## config.mk

```make
export PLATFORM = sky130hd
export DESIGN_NAME = sorted_multi_timer
export DESIGN_NICKNAME = d
export VERILOG_FILES = /design/src/smt_pkg.sv /design/src/smt_ram.sv /design/src/smt_arith.sv /design/src/sorted_multi_timer.sv
export SDC_FILE = /design/constraint.sdc
export NUM_CORES = 2
export LEC_CHECK = 0
export BUFFER_PORTS_ARGS = -buffer_cell sky130_fd_sc_hd__clkbuf_2
export CAP_MARGIN = 20
export CORE_ASPECT_RATIO = 1.4
export CORE_MARGIN = 4
export CORE_UTILIZATION = 25
export CTS_BUF_LIST = sky130_fd_sc_hd__clkbuf_8
export DETAILED_ROUTE_END_ITERATION = 8
export PLACE_DENSITY = 0.47
export REMOVE_ABC_BUFFERS = 1
export SLEW_MARGIN = 20
export SYNTH_ARGS = -nofsm -noshare
export SYNTH_HDL_FRONTEND = slang
export SYNTH_HIERARCHICAL = 1
export SYNTH_SLANG_ARGS = --single-unit
```

## constraint.sdc

```tcl
create_clock -name clock -period 18.18 [get_ports clock]
set_input_delay 3.636 -clock clock [delete_from_list [all_inputs] [get_ports clock]]
set_output_delay 3.636 -clock clock [all_outputs]
set_load 0.05 [all_outputs]
```

## src/smt_pkg.sv

```systemverilog
`timescale 1ns / 1ps
// ---------------------------------------------------------------------------
// Sorted multi-timer package
// Word types, codes and sequencer states shared by the timer block.
// ---------------------------------------------------------------------------
package smt_pkg;

   localparam int TIME_W  = 48;
   localparam int ID_W    = 4;
   localparam int CNT_W   = 16;
   localparam int TMO_W   = 32;
   localparam int CFG_W   = 5;
   localparam int MAX_IDS = 16;

   localparam logic [1:0] MODE_TICK   = 2'd0;
   localparam logic [1:0] MODE_SET    = 2'd1;
   localparam logic [1:0] MODE_CANCEL = 2'd2;

   localparam logic KIND_REPLY  = 1'b0;
   localparam logic KIND_EXPIRY = 1'b1;

   localparam logic STATUS_OK     = 1'b0;
   localparam logic STATUS_REJECT = 1'b1;

   localparam logic [CFG_W-1:0] TIMERS_IN_USE_RESET = 5'd16;

   typedef struct packed {
      logic [1:0]       mode;
      logic [ID_W-1:0]  timer_id;
      logic [TMO_W-1:0] timeout_ticks;
   } req_word_type;

   typedef struct packed {
      logic             kind;
      logic             status;
      logic [ID_W-1:0]  fired_id;
      logic [CNT_W-1:0] timeout_count;
      logic             last;
   } rsp_word_type;

   typedef struct packed {
      logic [TIME_W-1:0] sum;
      logic              neg;
      logic              zero;
      logic              below_key;
   } arith_res_type;

   typedef enum logic [2:0] {
      ST_IDLE,
      ST_DECIDE,
      ST_SET_RD,
      ST_SET_CMP,
      ST_CAN,
      ST_TICK_RD,
      ST_TICK_CMP,
      ST_FLUSH
   } state_type;

   typedef enum logic [1:0] {
      LIST_NONE,
      LIST_INSERT,
      LIST_REMOVE
   } list_op_type;

endpackage

```

## src/smt_ram.sv

```systemverilog
`timescale 1ns / 1ps
// ---------------------------------------------------------------------------
// Generic RAM
// One write port and one read port with registered read data.
// ---------------------------------------------------------------------------
module smt_ram #(
   parameter int WIDTH = 8,
   parameter int DEPTH = 16
) (
   input  logic                     clock,
   input  logic                     we,
   input  logic [$clog2(DEPTH)-1:0] waddr,
   input  logic [WIDTH-1:0]         wdata,
   input  logic [$clog2(DEPTH)-1:0] raddr,
   output logic [WIDTH-1:0]         rdata
);

   logic [WIDTH-1:0] mem_ff [DEPTH];
   logic [WIDTH-1:0] rdata_ff;

   always_ff @(posedge clock) begin
      if (we) begin
         mem_ff[waddr] <= wdata;
      end
      rdata_ff <= mem_ff[raddr];
   end

   assign rdata = rdata_ff;

endmodule

```

## src/smt_arith.sv

```systemverilog
`timescale 1ns / 1ps
// ---------------------------------------------------------------------------
// Shared time arithmetic unit
// One 48-bit adder/subtractor with sign, zero and key compare flags.
// ---------------------------------------------------------------------------
module smt_arith (
   input  logic [smt_pkg::TIME_W-1:0] op_a,
   input  logic [smt_pkg::TIME_W-1:0] op_b,
   input  logic                       sub,
   input  logic [smt_pkg::TIME_W-1:0] key,
   output smt_pkg::arith_res_type     res
);
   import smt_pkg::*;

   logic [TIME_W-1:0] b_eff;
   logic [TIME_W-1:0] sum;

   // The key is never negative, so a non-negative sum compares unsigned.
   always_comb begin
      b_eff         = sub ? ~op_b : op_b;
      sum           = op_a + b_eff + TIME_W'(sub);
      res.sum       = sum;
      res.neg       = sum[TIME_W-1];
      res.zero      = (sum == '0);
      res.below_key = sum[TIME_W-1] || (sum < key);
   end

endmodule

```

## src/sorted_multi_timer.sv

```systemverilog
`timescale 1ns / 1ps
// A set walks the list from its head until it finds its place or reaches the list end, a cancel
// walks the list until it finds its id, and a rejected set or cancel goes straight to its reply.
// A tick scans every armed timer and sends the last expiry word once the scan ends; result
// stalls can hold any of these. One word at a time: the next is taken once the block is back in
// idle. Reset is synchronous and clears all timers, counts and the clock at once; no clearing pass.
// ---------------------------------------------------------------------------
// Sorted multi-timer
// A bank of one-shot timers kept in a list ordered by expiry time, with
// set, cancel and tick commands and one expiry word per fired timer.
// ---------------------------------------------------------------------------
module sorted_multi_timer #(
   parameter int TIMER_COUNT = 16
) (
   input  logic                      clock,
   input  logic                      reset,
   input  logic                      req_valid,
   output logic                      req_stall,
   input  smt_pkg::req_word_type     req_word,
   output logic                      rsp_valid,
   input  logic                      rsp_stall,
   output smt_pkg::rsp_word_type     rsp_word,
   input  logic                      csr_we,
   input  logic [smt_pkg::CFG_W-1:0] csr_wdata
);
   import smt_pkg::*;

   // Timer storage is TIMER_COUNT deep, but ids are four bits wide, so the
   // ordered list never holds more than sixteen entries.
   localparam int IDX_W      = $clog2(TIMER_COUNT);
   localparam int LIST_DEPTH = (TIMER_COUNT < MAX_IDS) ? TIMER_COUNT : MAX_IDS;
   localparam int TOT_W      = $clog2(LIST_DEPTH + 1);
   localparam int POS_W      = $clog2(LIST_DEPTH);

   // ---------------------------------------------------------------------
   // State
   // ---------------------------------------------------------------------
   state_type         state_ff, state_in;
   req_word_type      cmd_ff;
   logic [TIME_W-1:0] now_ff;
   logic [TIMER_COUNT-1:0] armed_ff;
   logic [TIMER_COUNT-1:0] cnt_vld_ff;
   logic [ID_W-1:0]   order_ff [LIST_DEPTH];
   logic [ID_W-1:0]   order_in [LIST_DEPTH];
   logic [TOT_W-1:0]  total_ff;
   logic [TOT_W-1:0]  r_ff;
   logic              pend_vld_ff;
   rsp_word_type      pend_ff;
   logic              rsp_valid_ff;
   rsp_word_type      rsp_word_ff;
   logic [CFG_W-1:0]  tiu_ff;

   // ---------------------------------------------------------------------
   // Decode of the held command and the list entry under the scan pointer
   // ---------------------------------------------------------------------
   logic [IDX_W-1:0]  cmd_idx;
   logic              r_live;
   logic [ID_W-1:0]   cur_id;
   logic [IDX_W-1:0]  cur_idx;
   logic [CFG_W-1:0]  limit;
   logic              id_ok;
   logic              id_exists;
   logic              list_full;
   logic              set_ok;
   logic              cancel_ok;
   logic              is_set;
   logic              is_cancel;
   logic              is_tick;
   logic              cur_cnt_vld;
   logic [CNT_W-1:0]  cur_cnt;
   logic [CNT_W-1:0]  inc_cnt;
   logic              out_free;
   logic              due;
   logic              hit;

   logic [TIME_W-1:0] exp_rdata;
   logic [CNT_W-1:0]  cnt_rdata;
   arith_res_type     ar_res;

   assign cmd_idx   = IDX_W'(cmd_ff.timer_id);
   assign r_live    = (r_ff < total_ff);
   assign cur_id    = r_live ? order_ff[r_ff[POS_W-1:0]] : '0;
   assign cur_idx   = IDX_W'(cur_id);

   // The usable limit is the smaller of the register and the list depth.
   assign limit     = (tiu_ff > CFG_W'(LIST_DEPTH)) ? CFG_W'(LIST_DEPTH) : tiu_ff;
   assign id_ok     = (CFG_W'(cmd_ff.timer_id) < limit);
   assign id_exists = (32'(cmd_ff.timer_id) < 32'(TIMER_COUNT));
   assign list_full = (32'(total_ff) >= 32'(TIMER_COUNT));

   assign is_set    = (cmd_ff.mode == MODE_SET);
   assign is_cancel = (cmd_ff.mode == MODE_CANCEL);
   assign is_tick   = (cmd_ff.mode == MODE_TICK);
   assign cancel_ok = id_ok && armed_ff[cmd_idx];
   assign set_ok    = id_ok && !armed_ff[cmd_idx] && !list_full;

   // A count that was never written since reset reads as zero. An id with
   // no timer behind it also reports zero.
   assign cur_cnt_vld = (state_ff == ST_DECIDE) ? (id_exists && cnt_vld_ff[cmd_idx])
                                                : cnt_vld_ff[cur_idx];
   assign cur_cnt  = cur_cnt_vld ? cnt_rdata : '0;
   assign inc_cnt  = (cur_cnt == '1) ? cur_cnt : cur_cnt + CNT_W'(1);

   assign out_free = !rsp_valid_ff || !rsp_stall;
   assign due      = ar_res.neg || ar_res.zero;
   assign hit      = (cur_id == cmd_ff.timer_id);

   // ---------------------------------------------------------------------
   // Sequencer control
   // ---------------------------------------------------------------------
   logic [TIME_W-1:0] ar_a;
   logic [TIME_W-1:0] ar_b;
   logic              ar_sub;
   logic              exp_we;
   logic [IDX_W-1:0]  cnt_raddr;
   logic              cnt_we;
   list_op_type       list_op;
   logic              r_step;
   logic              r_clear;
   logic              now_load;
   logic              armed_set;
   logic              armed_clear;
   logic [IDX_W-1:0]  armed_idx;
   logic              pend_load;
   rsp_word_type      pend_word;
   logic              pend_clear;
   logic              push;
   rsp_word_type      push_word;

   // Next state.
   always_comb begin
      state_in = state_ff;
      unique case (state_ff)
         ST_IDLE: begin
            if (req_valid && !req_stall) begin
               state_in = ST_DECIDE;
            end
         end
         ST_DECIDE: begin
            priority if (is_set) begin
               state_in = set_ok ? ST_SET_RD : ST_FLUSH;
            end else if (is_cancel) begin
               state_in = cancel_ok ? ST_CAN : ST_FLUSH;
            end else if (is_tick) begin
               state_in = ST_TICK_RD;
            end else begin
               state_in = ST_IDLE;
            end
         end
         ST_SET_RD: begin
            state_in = r_live ? ST_SET_CMP : ST_FLUSH;
         end
         ST_SET_CMP: begin
            state_in = ar_res.below_key ? ST_SET_RD : ST_FLUSH;
         end
         ST_CAN: begin
            if (!r_live || hit) begin
               state_in = ST_FLUSH;
            end
         end
         ST_TICK_RD: begin
            priority if (r_live) begin
               state_in = ST_TICK_CMP;
            end else if (pend_vld_ff) begin
               state_in = ST_FLUSH;
            end else begin
               state_in = ST_IDLE;
            end
         end
         ST_TICK_CMP: begin
            if (!due || !pend_vld_ff || out_free) begin
               state_in = ST_TICK_RD;
            end
         end
         ST_FLUSH: begin
            if (out_free) begin
               state_in = ST_IDLE;
            end
         end
         default: state_in = ST_IDLE;
      endcase
   end

   // Control outputs.
   always_comb begin
      req_stall   = reset || (state_ff != ST_IDLE);
      ar_a        = exp_rdata;
      ar_b        = now_ff;
      ar_sub      = 1'b1;
      exp_we      = 1'b0;
      cnt_raddr   = (state_ff == ST_IDLE) ? IDX_W'(req_word.timer_id) : cur_idx;
      cnt_we      = 1'b0;
      list_op     = LIST_NONE;
      r_step      = 1'b0;
      r_clear     = 1'b0;
      now_load    = 1'b0;
      armed_set   = 1'b0;
      armed_clear = 1'b0;
      armed_idx   = cmd_idx;
      pend_load   = 1'b0;
      pend_clear  = 1'b0;
      push        = 1'b0;
      pend_word.kind          = KIND_REPLY;
      pend_word.status        = STATUS_OK;
      pend_word.fired_id      = cmd_ff.timer_id;
      pend_word.timeout_count = cur_cnt;
      pend_word.last          = 1'b0;
      push_word      = pend_ff;
      push_word.last = 1'b0;

      unique case (state_ff)
         ST_IDLE: begin
         end
         ST_DECIDE: begin
            // The adder forms the new expiry for a set, or the next time
            // for a tick.
            ar_a    = now_ff;
            ar_b    = is_tick ? TIME_W'(1) : TIME_W'(cmd_ff.timeout_ticks);
            ar_sub  = 1'b0;
            r_clear = 1'b1;
            if (is_set) begin
               exp_we           = set_ok;
               pend_load        = 1'b1;
               pend_word.status = set_ok ? STATUS_OK : STATUS_REJECT;
            end
            if (is_cancel) begin
               pend_load        = 1'b1;
               pend_word.status = cancel_ok ? STATUS_OK : STATUS_REJECT;
            end
            if (is_tick) begin
               now_load = 1'b1;
            end
         end
         ST_SET_RD: begin
            if (!r_live) begin
               list_op   = LIST_INSERT;
               armed_set = 1'b1;
            end
         end
         ST_SET_CMP: begin
            // A new timer goes ahead of every entry with an equal expiry.
            if (ar_res.below_key) begin
               r_step = 1'b1;
            end else begin
               list_op   = LIST_INSERT;
               armed_set = 1'b1;
            end
         end
         ST_CAN: begin
            if (r_live && hit) begin
               list_op     = LIST_REMOVE;
               armed_clear = 1'b1;
            end else begin
               r_step = 1'b1;
            end
         end
         ST_TICK_RD: begin
         end
         ST_TICK_CMP: begin
            // Each fired timer waits in the pending register until the next
            // one is found or the scan ends, which settles its last flag.
            armed_idx = cur_idx;
            if (!due) begin
               r_step = 1'b1;
            end else if (!pend_vld_ff || out_free) begin
               push        = pend_vld_ff;
               cnt_we      = 1'b1;
               list_op     = LIST_REMOVE;
               armed_clear = 1'b1;
               pend_load   = 1'b1;
               pend_word.kind          = KIND_EXPIRY;
               pend_word.status        = STATUS_OK;
               pend_word.fired_id      = cur_id;
               pend_word.timeout_count = inc_cnt;
            end
         end
         ST_FLUSH: begin
            if (out_free) begin
               push           = 1'b1;
               push_word.last = 1'b1;
               pend_clear     = 1'b1;
            end
         end
         default: begin
         end
      endcase
   end

   // ---------------------------------------------------------------------
   // Ordered list: insert shifts the tail up, remove closes the gap.
   // ---------------------------------------------------------------------
   always_comb begin
      for (int q = 0; q < LIST_DEPTH; q++) begin
         order_in[q] = order_ff[q];
         unique case (list_op)
            LIST_INSERT: begin
               if (TOT_W'(q) == r_ff) begin
                  order_in[q] = cmd_ff.timer_id;
               end else if (q > 0 && TOT_W'(q) > r_ff && TOT_W'(q) <= total_ff) begin
                  order_in[q] = order_ff[q-1];
               end
            end
            LIST_REMOVE: begin
               if (q < LIST_DEPTH - 1 && TOT_W'(q) >= r_ff) begin
                  order_in[q] = order_ff[q+1];
               end
            end
            default: begin
            end
         endcase
      end
   end

   // ---------------------------------------------------------------------
   // Registers
   // ---------------------------------------------------------------------
   always_ff @(posedge clock) begin
      if (reset) begin
         state_ff     <= ST_IDLE;
         now_ff       <= '0;
         armed_ff     <= '0;
         cnt_vld_ff   <= '0;
         total_ff     <= '0;
         r_ff         <= '0;
         pend_vld_ff  <= 1'b0;
         rsp_valid_ff <= 1'b0;
         tiu_ff       <= TIMERS_IN_USE_RESET;
      end else begin
         state_ff <= state_in;
         if (csr_we) begin
            tiu_ff <= csr_wdata;
         end
         if (now_load) begin
            now_ff <= ar_res.sum;
         end
         if (armed_set) begin
            armed_ff[armed_idx] <= 1'b1;
         end
         if (armed_clear) begin
            armed_ff[armed_idx] <= 1'b0;
         end
         if (cnt_we) begin
            cnt_vld_ff[cur_idx] <= 1'b1;
         end
         unique case (list_op)
            LIST_INSERT: total_ff <= total_ff + TOT_W'(1);
            LIST_REMOVE: total_ff <= total_ff - TOT_W'(1);
            default:     total_ff <= total_ff;
         endcase
         priority if (r_clear) begin
            r_ff <= '0;
         end else if (r_step) begin
            r_ff <= r_ff + TOT_W'(1);
         end else begin
            r_ff <= r_ff;
         end
         priority if (pend_load) begin
            pend_vld_ff <= 1'b1;
         end else if (pend_clear) begin
            pend_vld_ff <= 1'b0;
         end else begin
            pend_vld_ff <= pend_vld_ff;
         end
         priority if (push) begin
            rsp_valid_ff <= 1'b1;
         end else if (!rsp_stall) begin
            rsp_valid_ff <= 1'b0;
         end else begin
            rsp_valid_ff <= rsp_valid_ff;
         end
      end
   end

   // Payload registers.
   always_ff @(posedge clock) begin
      if (req_valid && !req_stall) begin
         cmd_ff <= req_word;
      end
      if (pend_load) begin
         pend_ff <= pend_word;
      end
      if (push) begin
         rsp_word_ff <= push_word;
      end
      order_ff <= order_in;
   end

   assign rsp_valid = rsp_valid_ff;
   assign rsp_word  = rsp_word_ff;

   // ---------------------------------------------------------------------
   // Shared adder and the two timer RAMs
   // ---------------------------------------------------------------------
   smt_arith u_arith (
      .op_a (ar_a),
      .op_b (ar_b),
      .sub  (ar_sub),
      .key  (TIME_W'(cmd_ff.timeout_ticks)),
      .res  (ar_res)
   );

   smt_ram #(
      .WIDTH (TIME_W),
      .DEPTH (TIMER_COUNT)
   ) u_expiry_ram (
      .clock (clock),
      .we    (exp_we),
      .waddr (cmd_idx),
      .wdata (ar_res.sum),
      .raddr (cur_idx),
      .rdata (exp_rdata)
   );

   smt_ram #(
      .WIDTH (CNT_W),
      .DEPTH (TIMER_COUNT)
   ) u_count_ram (
      .clock (clock),
      .we    (cnt_we),
      .waddr (cur_idx),
      .wdata (inc_cnt),
      .raddr (cnt_raddr),
      .rdata (cnt_rdata)
   );

`ifndef SYNTHESIS
   // The list length always equals the number of armed timers.
   assert property (@(posedge clock) disable iff (reset)
      $countones(armed_ff) == int'(total_ff))
      else $error("armed count and list length disagree");

   assert property (@(posedge clock) disable iff (reset)
      32'(total_ff) <= 32'(LIST_DEPTH))
      else $error("list overflow");

   // Once the final word is handed on, the block is idle with nothing held.
   assert property (@(posedge clock) disable iff (reset)
      (state_ff == ST_FLUSH && out_free) |=> (state_ff == ST_IDLE && !pend_vld_ff))
      else $error("flush did not complete");

   // A word is never pushed over one that is still stalled.
   assert property (@(posedge clock) disable iff (reset)
      push |-> out_free)
      else $error("output word overwritten");

   assert property (@(posedge clock) disable iff (reset)
      (rsp_valid_ff && rsp_word_ff.kind == KIND_EXPIRY) |-> rsp_word_ff.status == STATUS_OK)
      else $error("expiry word marked rejected");
`endif

endmodule

```

==> results.json <==
{
  "status": "finished, final reports clean",
  "wl_um": 162000,
  "cp_slowest_cell": "buf_4",
  "crit_path_max_fanout": 78,
  "grt_usage_pct": 13.1,
  "required_ns": 18.82,
  "max_slew_margin_pct": 23.6,
  "critPathTopFamily": "compound AO/OA/AOI/OAI gates",
  "period_share_pct": 58.1,
  "layout_commonest_cell": "edfxtp_1",
  "clock_latency_ns": 0.95,
  "avgSynthCellArea_sq_um": 14.7,
  "rows": 210,
  "routedWlPerCell_um": 21.8,
  "tightest_slew_ns": 1.15,
  "period_minus_slack_ns": 10.56,
  "dr_total_vias": 34900,
  "die_w_um": 418,
  "start_util_pct": 25.2,
  "clock-sinks": 1335,
  "ios": 73,
  "finalSetupTns_ns": 0,
  "cts_hold_buffers": 0,
  "synth_warnings": 6,
  "cts_tree": "yes",
  "rsz0062_at_grt": "false",
  "firstDrtPassIters": 5,
  "hpwlAfterDp_um": 97000,
  "overflow": 0,
  "root_buffer": "clkbuf_8",
  "worstSetupEndpointType": "flop",
  "syn_to_final_growth_pct": 14.5,
  "synth_flop_cell": "edfxtp_1",
  "synth_area_sq_um": 58900,
  "final_cell_mix": "edfxtp_1 (1171), nand2_1 (555), mux4_2 (266)",
  "yosysUniqueCellTypes": 93,
  "grt_pass1_wl_um": 242000,
  "drv_cap": 0,
  "cp_num_buf_inv": 6,
  "postCtsSetupBuffers": 0,
  "htreeDepth": 4,
  "antenna_found_initial": 7,
  "cts_resized": 0,
  "netlist_instances": 4017,
  "cp_data_arrival_time_ns": 11.20,
  "gp_congestion": 0.852,
  "cts_buffers": 213,
  "clk_pin_slew_ns": 0.07,
  "die_height_um": 582,
  "critical_path_class": "reg2reg",
  "slowest_delay_ns": 0.72,
  "finalClockSkew_ns": 0.136,
  "hold_violations": 0,
  "synth-seq-cells": 1335,
  "die_area_sq_um": 244000,
  "port_buffers": 72,
  "start_kind": "flop",
  "vias_per_cell": 4.69,
  "core_area_sq_um": 234000,
  "nets": 4360,
  "drive_above_1_share_pct": 19.6,
  "hold_class": "reg2reg",
  "grt_max_degree": 83,
  "drt_iter0_markers": 2263,
  "seq_area_frac_synth_pct": 65.3,
  "drc": 0,
  "async_flop_share_pct": 0,
  "cts.path.max_buffers": 4,
  "finalSetupViolations": 0,
  "grt_pass1_vias": 36900,
  "postRouteAntennaNets": 0,
  "drv_slew": 0,
  "synth_edf_count": 1171,
  "fmax_mhz": 94.7
}
metrics by stage:
step                cell area, sq um  worst slack (ns)  hold WS [ns]  util, %  std cells
CTS                            67400              7.57         0.421     28.8       7437
global route                   67400              6.61         0.431     28.8       7444
global placement               63300              7.65         0.406     27.0       7053
detailed placement             63300              7.57         0.405     27.0       7053
finish                         67400              7.62         0.416     28.8       7444
floorplan                      57900              3.70         0.400        -       3801
path summary, 6_finish.rpt:
kind         cells past startpoint  slack [ns]         from      endpoint
min                              0        0.42   pend_ff[6]   rsp_word[6]
max reg2reg                     36        7.62  state_ff[1]  order_ff[44]
min reg2reg                      0        0.42   pend_ff[6]   rsp_word[6]
max                             36        7.62  state_ff[1]  order_ff[44]
flip-flops by register name, indices dropped and copies added, names as in the netlist:
register             count
total_ff                 5
r_ff                     5
cnt_vld_ff              16
u_count_ram/mem_ff     256
order_ff                64
u_count_ram/rdata       16
armed_ff                16
now_ff                  48
cmd_idx                  4
tiu_ff                   5
rsp_word                23
pend_ff                 22
pend_vld_ff              1
u_expiry_ram/mem_ff    768
rsp_valid                1
u_expiry_ram/rdata      48
cmd_ff                  34
state_ff                 3
metal layers:
layer / GRT usage, % / vias to the layer above / part of all wire (%)
li1: - / 15900 / -
met2: 24.0 / 647 / 53
met1: 15.9 / 18100 / 41
met5: 0 / - / 0
met3: 1.62 / 260 / 3.3
met4: 4.35 / 0 / 3.1
cell families after synthesis:
group / Yosys count / share of synthesized area (%)
AOI/OAI and AO/OA: 660 / 7.42
xor gates and xnor gates: 102 / 1.52
adders and majority gates: 115 / 2.46
buffers and inverters: 322 / 2.32
DFF: 1335 / 65.3
muxes: 379 / 12.4
other: 1 / 0.00637
and+or+nand+nor: 1103 / 8.55
Yosys cell counts, types with 39 or more instances:
library cell / count / area, sq um
a211oi_1: 39 / 293
a21oi_1: 176 / 881
a22oi_1: 134 / 1010
clkbuf_1: 146 / 548
dfxtp_1: 164 / 3280
edfxtp_1: 1171 / 35200
ha_1: 114 / 1430
inv_1: 87 / 327
mux2i_1: 85 / 851
mux4_2: 266 / 5990
nand2_1: 556 / 2090
nand3_1: 41 / 205
nand3b_1: 41 / 308
nor2_1: 197 / 739
nor3_1: 66 / 330
o21ai_0: 129 / 646
xor2_1: 72 / 631
layout make-up:
type	instances	area, sq um
clock inverter	152	898
sequential	1335	38400
multi-input combinational	2375	19500
fill	23400	167000
timing repair buffer	181	1230
antenna	4	10.0
tap	3074	3850
inverter	91	354
clock buffer	232	3190
Power is not shown: default switching activity piles up to over one toggle a cycle in this logic, so the estimate is an artifact.
